**config.mk**
```make
export PLATFORM = sky130hd
export DESIGN_NAME = crossbar_request_arbiter
export DESIGN_NICKNAME = d
export VERILOG_FILES = /design/src/design/crb_pkg.sv /design/src/design/crb_ram.sv /design/src/design/crossbar_request_arbiter.sv
export SDC_FILE = /design/constraint.sdc
export NUM_CORES = 2
export LEC_CHECK = 0
export ABC_AREA = 0
export BUFFER_PORTS_ARGS = -buffer_cell sky130_fd_sc_hd__buf_2
export CAP_MARGIN = 20
export CORE_MARGIN = 3
export CORE_UTILIZATION = 55
export CTS_CLUSTER_SIZE = 24
export DETAILED_ROUTE_END_ITERATION = 7
export PLACE_DENSITY = 0.82
export SLEW_MARGIN = 20
export SYNTH_ARGS = -nofsm -noshare
export SYNTH_HDL_FRONTEND = slang
export SYNTH_SLANG_ARGS = --single-unit
```
**constraint.sdc**
```tcl
create_clock -name clk -period 5.9 [get_ports clk]
set_input_delay 0.885 -clock clk [delete_from_list [all_inputs] [get_ports clk]]
set_output_delay 0.885 -clock clk [all_outputs]
set_load 0.02 [all_outputs]
```
**src/design/crb_pkg.sv**
```systemverilog
`default_nettype none

package crb_pkg;

  localparam int CRB_PORTS = 16;
  localparam int CRB_TARGETS = 4;

  localparam int ADDR_BITS = 8;
  localparam int DATA_BITS = 16;
  localparam logic [7:0] ADDR_MASK = 8'hFF >> (8 - ADDR_BITS);
  localparam logic [15:0] DATA_MASK = 16'hFFFF >> (16 - DATA_BITS);

  localparam logic [7:0] TIMEOUT_RESET = 8'd100;

  localparam logic [1:0] MODE_RR = 2'd0;

  localparam logic REQ_ARRIVE = 1'b0;
  localparam logic REQ_TICK = 1'b1;

  localparam logic CFG_MODE = 1'b0;
  localparam logic CFG_IDLE_TIMEOUT = 1'b1;

  typedef struct packed {
    logic        req_type;
    logic [3:0]  port;
    logic        is_write;
    logic [1:0]  target;
    logic [7:0]  addr;
    logic [15:0] wdata;
    logic [15:0] tag;
    logic [1:0]  prio;
    logic [31:0] issue_time;
  } req_t;

  typedef struct packed {
    logic        accepted;
    logic        granted;
    logic [3:0]  grant_port;
    logic [1:0]  grant_target;
    logic        grant_is_write;
    logic [7:0]  grant_addr;
    logic [15:0] grant_data;
    logic [15:0] grant_tag;
    logic [1:0]  grant_prio;
    logic        stopped;
  } rsp_t;

  typedef struct packed {
    logic        is_write;
    logic [1:0]  target;
    logic [7:0]  addr;
    logic [15:0] wdata;
    logic [15:0] tag;
    logic [1:0]  prio;
    logic [31:0] issue_time;
  } slot_t;

  typedef enum logic [2:0] {
    ST_IDLE   = 3'b001,
    ST_SCAN   = 3'b010,
    ST_COMMIT = 3'b100
  } state_t;

endpackage

`default_nettype wire

```
**src/design/crb_ram.sv**
```systemverilog
`default_nettype none

module crb_ram #(
  parameter int WIDTH = 8,
  parameter int DEPTH = 16
) (
  input  wire logic                     clk,
  input  wire logic                     we,
  input  wire logic [$clog2(DEPTH)-1:0] waddr,
  input  wire logic [WIDTH-1:0]         wdata,
  input  wire logic [$clog2(DEPTH)-1:0] raddr,
  output logic      [WIDTH-1:0]         rdata
);

  logic [WIDTH-1:0] mem [DEPTH];

  always_ff @(posedge clk) begin
    if (we) begin
      mem[waddr] <= wdata;
    end
    rdata <= mem[raddr];
  end

endmodule

`default_nettype wire

```
**src/design/crossbar_request_arbiter.sv**
```systemverilog
// Request arbiter of a many-to-few crossbar.
// Channels: req (valid/stall) carries one item, either an arrive that offers a
// request for a port's holding slot, or a tick that grants at most one held
// request. rsp (valid/stall) returns exactly one item per req item, in order.
// cfg_we/cfg_index/cfg_data write mode (index 0) and idle_timeout (index 1);
// write only while the block is idle.
// Flow: an arrive, or a tick after stop, gives its result at the accepting
// edge. A live tick scans every slot through the single read port of the
// slot RAM, one slot a cycle, in state SCAN, then loads its result in state
// COMMIT; no new item is taken until the block is back in idle.
// Reset (rst, synchronous): all slots empty, mode round robin, timeout 100,
// pointer zero, not stopped. The slot RAM needs no clearing pass.
// A stalled result holds in the output register; req_stall stays high while
// a tick is in progress or while a held result cannot be drained.
`default_nettype none

module crossbar_request_arbiter import crb_pkg::*; #(
  parameter int PORTS   = CRB_PORTS,
  parameter int TARGETS = CRB_TARGETS
) (
  input  wire logic       clk,
  input  wire logic       rst,
  input  wire logic       req_valid,
  output logic            req_stall,
  input  wire req_t       req,
  output logic            rsp_valid,
  input  wire logic       rsp_stall,
  output rsp_t            rsp,
  input  wire logic       cfg_we,
  input  wire logic       cfg_index,
  input  wire logic [7:0] cfg_data
);

  localparam int IDXW = $clog2(PORTS);
  localparam int CNTW = $clog2(PORTS + 1);
  localparam logic [IDXW-1:0] LAST_IDX = IDXW'(PORTS - 1);
  localparam logic [CNTW-1:0] SCAN_LEN = CNTW'(PORTS);

  state_t           state;
  logic [PORTS-1:0] slot_valid;
  logic [1:0]       mode;
  logic [7:0]       idle_timeout;
  logic [7:0]       idle_count;
  logic             halted;
  logic [IDXW-1:0]  rr_pointer;
  logic [IDXW-1:0]  rd_port;
  logic [CNTW-1:0]  scan_cnt;
  logic             best_found;
  logic [IDXW-1:0]  best_port;
  slot_t            best;

  logic            out_free;
  logic            req_take;
  logic            is_rr;
  logic [IDXW-1:0] scan_start;
  logic [IDXW-1:0] arr_idx;
  logic            arr_ok;
  logic [IDXW-1:0] rd_next_port;
  logic [IDXW-1:0] ram_raddr;
  slot_t           ram_rdata;
  slot_t           ram_wdata;
  logic            ram_we;
  logic            cand_better;
  logic            rsp_load;
  rsp_t            rsp_next;

  assign out_free   = !rsp_valid || !rsp_stall;
  assign req_stall  = (state != ST_IDLE) || !out_free;
  assign req_take   = req_valid && !req_stall;
  assign is_rr      = (mode == MODE_RR);
  assign scan_start = is_rr ? rr_pointer : '0;
  assign arr_idx    = IDXW'(req.port);
  assign arr_ok     = (int'(req.port) < PORTS) && (int'(req.target) < TARGETS) &&
                      !slot_valid[arr_idx];

  assign ram_we = (state == ST_IDLE) && req_take && (req.req_type == REQ_ARRIVE) && arr_ok;
  assign ram_wdata = '{
    is_write:   req.is_write,
    target:     req.target,
    addr:       req.addr & ADDR_MASK,
    wdata:      req.wdata & DATA_MASK,
    tag:        req.tag,
    prio:       req.prio,
    issue_time: req.issue_time
  };

  assign rd_next_port = (rd_port == LAST_IDX) ? '0 : rd_port + 1'b1;
  assign ram_raddr    = (state == ST_IDLE) ? scan_start : rd_next_port;

  crb_ram #(
    .WIDTH($bits(slot_t)),
    .DEPTH(PORTS)
  ) u_slot_ram (
    .clk  (clk),
    .we   (ram_we),
    .waddr(arr_idx),
    .wdata(ram_wdata),
    .raddr(ram_raddr),
    .rdata(ram_rdata)
  );

  assign cand_better = slot_valid[rd_port] &&
                       (!best_found ||
                        (!is_rr && ((ram_rdata.prio > best.prio) ||
                                    ((ram_rdata.prio == best.prio) &&
                                     (ram_rdata.issue_time < best.issue_time)))));

  always_comb begin
    rsp_next = '0;
    rsp_load = 1'b0;
    case (state)
      ST_IDLE: begin
        if (req_take) begin
          if (req.req_type == REQ_ARRIVE) begin
            rsp_load          = 1'b1;
            rsp_next.accepted = arr_ok;
            rsp_next.stopped  = halted;
          end else if (halted) begin
            rsp_load         = 1'b1;
            rsp_next.stopped = 1'b1;
          end
        end
      end
      ST_SCAN: begin
        rsp_load = 1'b0;
      end
      ST_COMMIT: begin
        rsp_load = 1'b1;
        if (best_found) begin
          rsp_next.granted        = 1'b1;
          rsp_next.grant_port     = 4'(best_port);
          rsp_next.grant_target   = best.target;
          rsp_next.grant_is_write = best.is_write;
          rsp_next.grant_addr     = best.addr;
          rsp_next.grant_data     = best.wdata;
          rsp_next.grant_tag      = best.tag;
          rsp_next.grant_prio     = best.prio;
          rsp_next.stopped        = halted;
        end else begin
          rsp_next.stopped = (idle_count <= 8'd1);
        end
      end
      default: begin
        rsp_load = 1'b0;
      end
    endcase
  end

  always_ff @(posedge clk) begin
    if (rst) begin
      state        <= ST_IDLE;
      slot_valid   <= '0;
      mode         <= MODE_RR;
      idle_timeout <= TIMEOUT_RESET;
      idle_count   <= TIMEOUT_RESET;
      halted       <= 1'b0;
      rr_pointer   <= '0;
      rd_port      <= '0;
      scan_cnt     <= '0;
      best_found   <= 1'b0;
      rsp_valid    <= 1'b0;
    end else begin
      if (rsp_load) begin
        rsp_valid <= 1'b1;
      end else if (!rsp_stall) begin
        rsp_valid <= 1'b0;
      end

      if (cfg_we) begin
        case (cfg_index)
          CFG_MODE:         mode <= cfg_data[1:0];
          CFG_IDLE_TIMEOUT: idle_timeout <= cfg_data;
          default:          mode <= mode;
        endcase
      end

      case (state)
        ST_IDLE: begin
          if (req_take) begin
            if (req.req_type == REQ_ARRIVE) begin
              if (arr_ok) begin
                slot_valid[arr_idx] <= 1'b1;
              end
            end else if (!halted) begin
              state      <= ST_SCAN;
              rd_port    <= scan_start;
              scan_cnt   <= CNTW'(1);
              best_found <= 1'b0;
            end
          end
        end
        ST_SCAN: begin
          if (cand_better) begin
            best_found <= 1'b1;
            best_port  <= rd_port;
          end
          if (scan_cnt == SCAN_LEN) begin
            state <= ST_COMMIT;
          end else begin
            rd_port  <= rd_next_port;
            scan_cnt <= scan_cnt + 1'b1;
          end
        end
        ST_COMMIT: begin
          state <= ST_IDLE;
          if (best_found) begin
            slot_valid[best_port] <= 1'b0;
            idle_count            <= idle_timeout;
            if (is_rr) begin
              rr_pointer <= (best_port == LAST_IDX) ? '0 : best_port + 1'b1;
            end
          end else if (idle_count <= 8'd1) begin
            idle_count <= '0;
            halted     <= 1'b1;
          end else begin
            idle_count <= idle_count - 1'b1;
          end
        end
        default: begin
          state <= ST_IDLE;
        end
      endcase
    end
  end

  always_ff @(posedge clk) begin
    if ((state == ST_SCAN) && cand_better) begin
      best <= ram_rdata;
    end
    if (rsp_load) begin
      rsp <= rsp_next;
    end
  end

endmodule

`default_nettype wire

```
==> impl_metrics.csv <==
group,metric,value,unit
route,num_vias,31572,
route,drt_iter0_drc,3570,
place,dp.cells,4878,
sta,min_period_over_period,0.709,
global_route,grt_pass1_vias,31779,
sta,tns,0,ps
worst_setup_path,r2r_slack,1720,ps
clocking,cts_buffer_depth,3,
floorplanning,chipHeight,331,um
sta,rsz0062_at_grt,"false",
clocking,cts_made_buffers,145,
sta,setup_viol,0,
place,dpl.hpwl,71.4,mm
sta,clock_skew,42.3,ps
final_layout,final_cells,5159,
synthesis,synth_cells,3473,
floorplanning,core.rowCount,118,
synthesis,synth_edf_count,1365,
global_route,grt_start_max_net_pins,119,
hold_path,hold_depth,3,
route,drt-met1-wl,52.3,mm
route,top_layer,"met4",
place,gp_congestion,0.808,
worst_setup_path,r2r-start,"state[0]$_SDFFE_PP1P_",
synthesis,async_flop_share,0,
route,wl_met3,12.1,mm
global_route,overflow,0,
sta,relSlewSlack,0.292,
floorplanning,ioPinCount,150,
clocking,clk_pin_slew,60,ps
clocking,post_cts_buffers,0,
synthesis,yosysSeqAreaShare,0.752,
sta,min_period,4180,ps
worst_setup_path,r2r.worst_path.cells,6,
global_route,antenna_found_initial,21,
clocking,worstSkewPairLatency,770,ps
pwr,p_leak,0.0240,uW
floorplanning,core,104000,um^2
synthesis,yosys_register_bits,1495,
place,io_buffer_count,149,
synthesis,synth.distinct_cells,61,
flow_run,cap_violations,0,
route,wl_per_cell,25.3,um
sta,tightest_slew,1060,ps
sta,slew_viol_final,0,
hold_path,hold_end,"idle_timeout[6]$_SDFFE_PP1P_",
sta,hold_viol,0,
floorplanning,die_area,109000,um^2
worst_setup_path,cp-end-kind,"flip-flop",
floorplanning,initial_core_util,0.557,
synthesis,ys_warn_count,0,
route,dr_wl_met2,62.2,mm
route,viasPerCell,6.12,
clocking,cts_tree,"built",
final_layout,nNetsFinal,3784,
pwr,peakVddDrop,343,uV
route,routed_wl,131,mm
worst_setup_path,worst_ep_required_time,6340,ps
pwr,powerDensity,339,nW/um^2
final_layout,fillerInstances,6831,
hold_path,min_from,"cfg_data[6]",
global_route,grt_usage,0.239,
synthesis,synth-main-ff-cell,"edfxtp_1",
worst_setup_path,critPathMaxFanout,55,
status,status,"completed",
route,drtAntennaViolNets,0,
route,drc,0,
synthesis,syn_nets,3611,
worst_setup_path,critPathLaunchType,"flip-flop",
route,drtPass1Iterations,6,
worst_setup_path,arrival,4620,ps
global_route,grt_pass1_wl,196,mm
final_layout,fin_util,0.629,
clocking,cts.htree.levels,4,
worst_setup_path,critPathKind,"flip-flop to flip-flop",
floorplanning,die-width,331,um
clocking,cts_root_buffer,"clkbuf_16",
clocking,cts.sinks,1495,
synthesis,synth_area,58000,um^2
worst_setup_path,worstReg2RegEnd,"u_slot_ram.mem[7][62]$_DFFE_PP_",
sta,max_freq,0.239,GHz
clocking,cts-hold-fix-buffers,0,
hold_path,min_path_type,"primary input to flip-flop",
final_layout,syn2layout_area_growth,13.0,%
final_layout,drive_above_1_share,0.196,
synthesis,avgSynthCellArea,16.7,um^2
clocking,cts_resized,0,
## cell families (layout without fill, tap and decap cells)
logic type	Yosys count	in the layout	share of synthesized area
buffers and inverters	254	550	0.0185
other	0	10	0
and+or+nand+nor	617	617	0.0491
xor gates and xnor gates	6	6	0.000907
AOI/OAI and AO/OA	431	431	0.0530
adders and majority gates	42	42	0.00907
muxes	628	628	0.117
DFF	1495	1495	0.752
## routing by layer
layer,GRT usage,vias up
li1,-,13885
met1,0.336,15785
met2,0.378,1626
met3,0.0417,276
met4,0.0929,0
met5,0,-
## stage by stage
step	total power (uW)	setup WS, ps	instance area, um^2	hold slack [ps]
global placement	13000	1660	60600	387
finish	22200	1720	65500	345
detailed placement	13100	1640	60600	389
global route	22800	1480	65500	363
CTS	22300	1750	65500	292
floorplan	12700	11.2	58000	386
## area by class of cell
cell class              count  area [um^2]  area share
inverters                  57          236     0.00361
well taps                1380         1730      0.0264
diodes                     10         25.0    0.000382
multi-input cells        1724        13500       0.205
clock buffers             195         4010      0.0612
repair buffers            223         1620      0.0247
clock inverters            75          852      0.0130
flip-flops and latches   1495        43600       0.665
## registers in the layout, summed over array words and instances, names as in the netlist
register / count
u_slot_ram.mem: 1232
best: 77
u_slot_ram.rdata: 77
rsp: 52
slot_valid: 16
idle_count: 8
idle_timeout: 8
scan_cnt: 5
best_port: 4
rd_port: 4
rr_pointer: 4
state: 3
mode: 2
best_found: 1
halted: 1
rsp_valid: 1
## critical path, stage by stage (launching register included)
cell	delay (ps)
dfxtp_1	460
nor3b_4	790
nand3_1	410
nor4_1	720
nand3_1	270
inv_4	790
buf_4	380
## cell usage in the layout (no fill, tap or decap), types with 6 or more instances in the layout
cell | Yosys | routed
edfxtp_1 | 1365 | 1365
nand2_1 | 368 | 368
mux2i_1 | 312 | 311
o211ai_1 | 309 | 309
mux2_2 | 262 | 262
buf_2 | 57 | 149
clkbuf_16 | 0 | 147
dfxtp_1 | 130 | 129
nand4_1 | 84 | 84
buf_4 | 10 | 49
inv_1 | 57 | 48
and3_1 | 48 | 48
a21oi_1 | 49 | 48
mux2_1 | 43 | 43
ha_1 | 42 | 42
nor2_1 | 45 | 39
clkbuf_1 | 119 | 33
clkinv_1 | 0 | 29
buf_12 | 0 | 24
o21ai_0 | 24 | 23
nand3_1 | 18 | 18
clkinv_2 | 0 | 17
clkbuf_8 | 0 | 15
bufinv_16 | 0 | 13
nor3_1 | 12 | 12
mux4_2 | 11 | 11
diode_2 | 0 | 10
inv_4 | 0 | 9
a21o_1 | 8 | 8
nor2b_1 | 7 | 7
a211oi_1 | 7 | 7
nor2_4 | 0 | 6
nand2b_1 | 6 | 6
## where the power goes
part	internal, uW	leakage [uW]	switching, uW
clock network	5390	0.00236	3940
registers	11700	0.0134	87.0
logic	421	0.00826	655
## how the worst max path moves through the flow
stage                               start                               to  slack, ps  depth (start not counted)
global route        state[0]$_SDFFE_PP1P_  u_slot_ram.mem[7][63]$_DFFE_PP_       1480                          6
finish              state[0]$_SDFFE_PP1P_  u_slot_ram.mem[7][62]$_DFFE_PP_       1720                          6
global placement                  req[77]  u_slot_ram.mem[9][75]$_DFFE_PP_       1660                          8
CTS                 state[0]$_SDFFE_PP1P_  u_slot_ram.mem[7][63]$_DFFE_PP_       1750                          6
floorplan                         req[77]   u_slot_ram.mem[1][0]$_DFFE_PP_         10                          4
detailed placement                req[77]   u_slot_ram.mem[9][3]$_DFFE_PP_       1640                          8
## cells in the mapped netlist, types with 3 or more instances
library cell     n  area, um^2
edfxtp_1      1365       41000
nor2_1          45         169
nand3_1         18        90.1
o22ai_1          3        18.8
inv_1           57         214
o21ai_0         24         120
o311ai_0         3        26.3
o211ai_1       309        2320
buf_4           10        75.1
nor2b_1          7        43.8
mux4_2          11         248
mux2i_1        312        3120
a21o_1           8        60.1
nor3_1          12        60.1
a2bb2oi_1        3        26.3
nand4_1         84         526
xor2_1           4        35.0
a21oi_1         49         245
nand3b_1         4        30.0
ha_1            42         526
buf_1           10        37.5
dfxtp_1        130        2600
clkbuf_1       119         447
a211oi_1         7        52.6
a31oi_1          5        31.3
or2_2            4        25.0
and3_1          48         300
nand2_1        368        1380
nand2b_1         6        37.5
buf_2           57         285
or4_1            3        22.5
mux2_2         262        2950
nor4_1           4        25.0
mux2_1          43         484
Note: power is estimated with default switching activity, not from simulation.
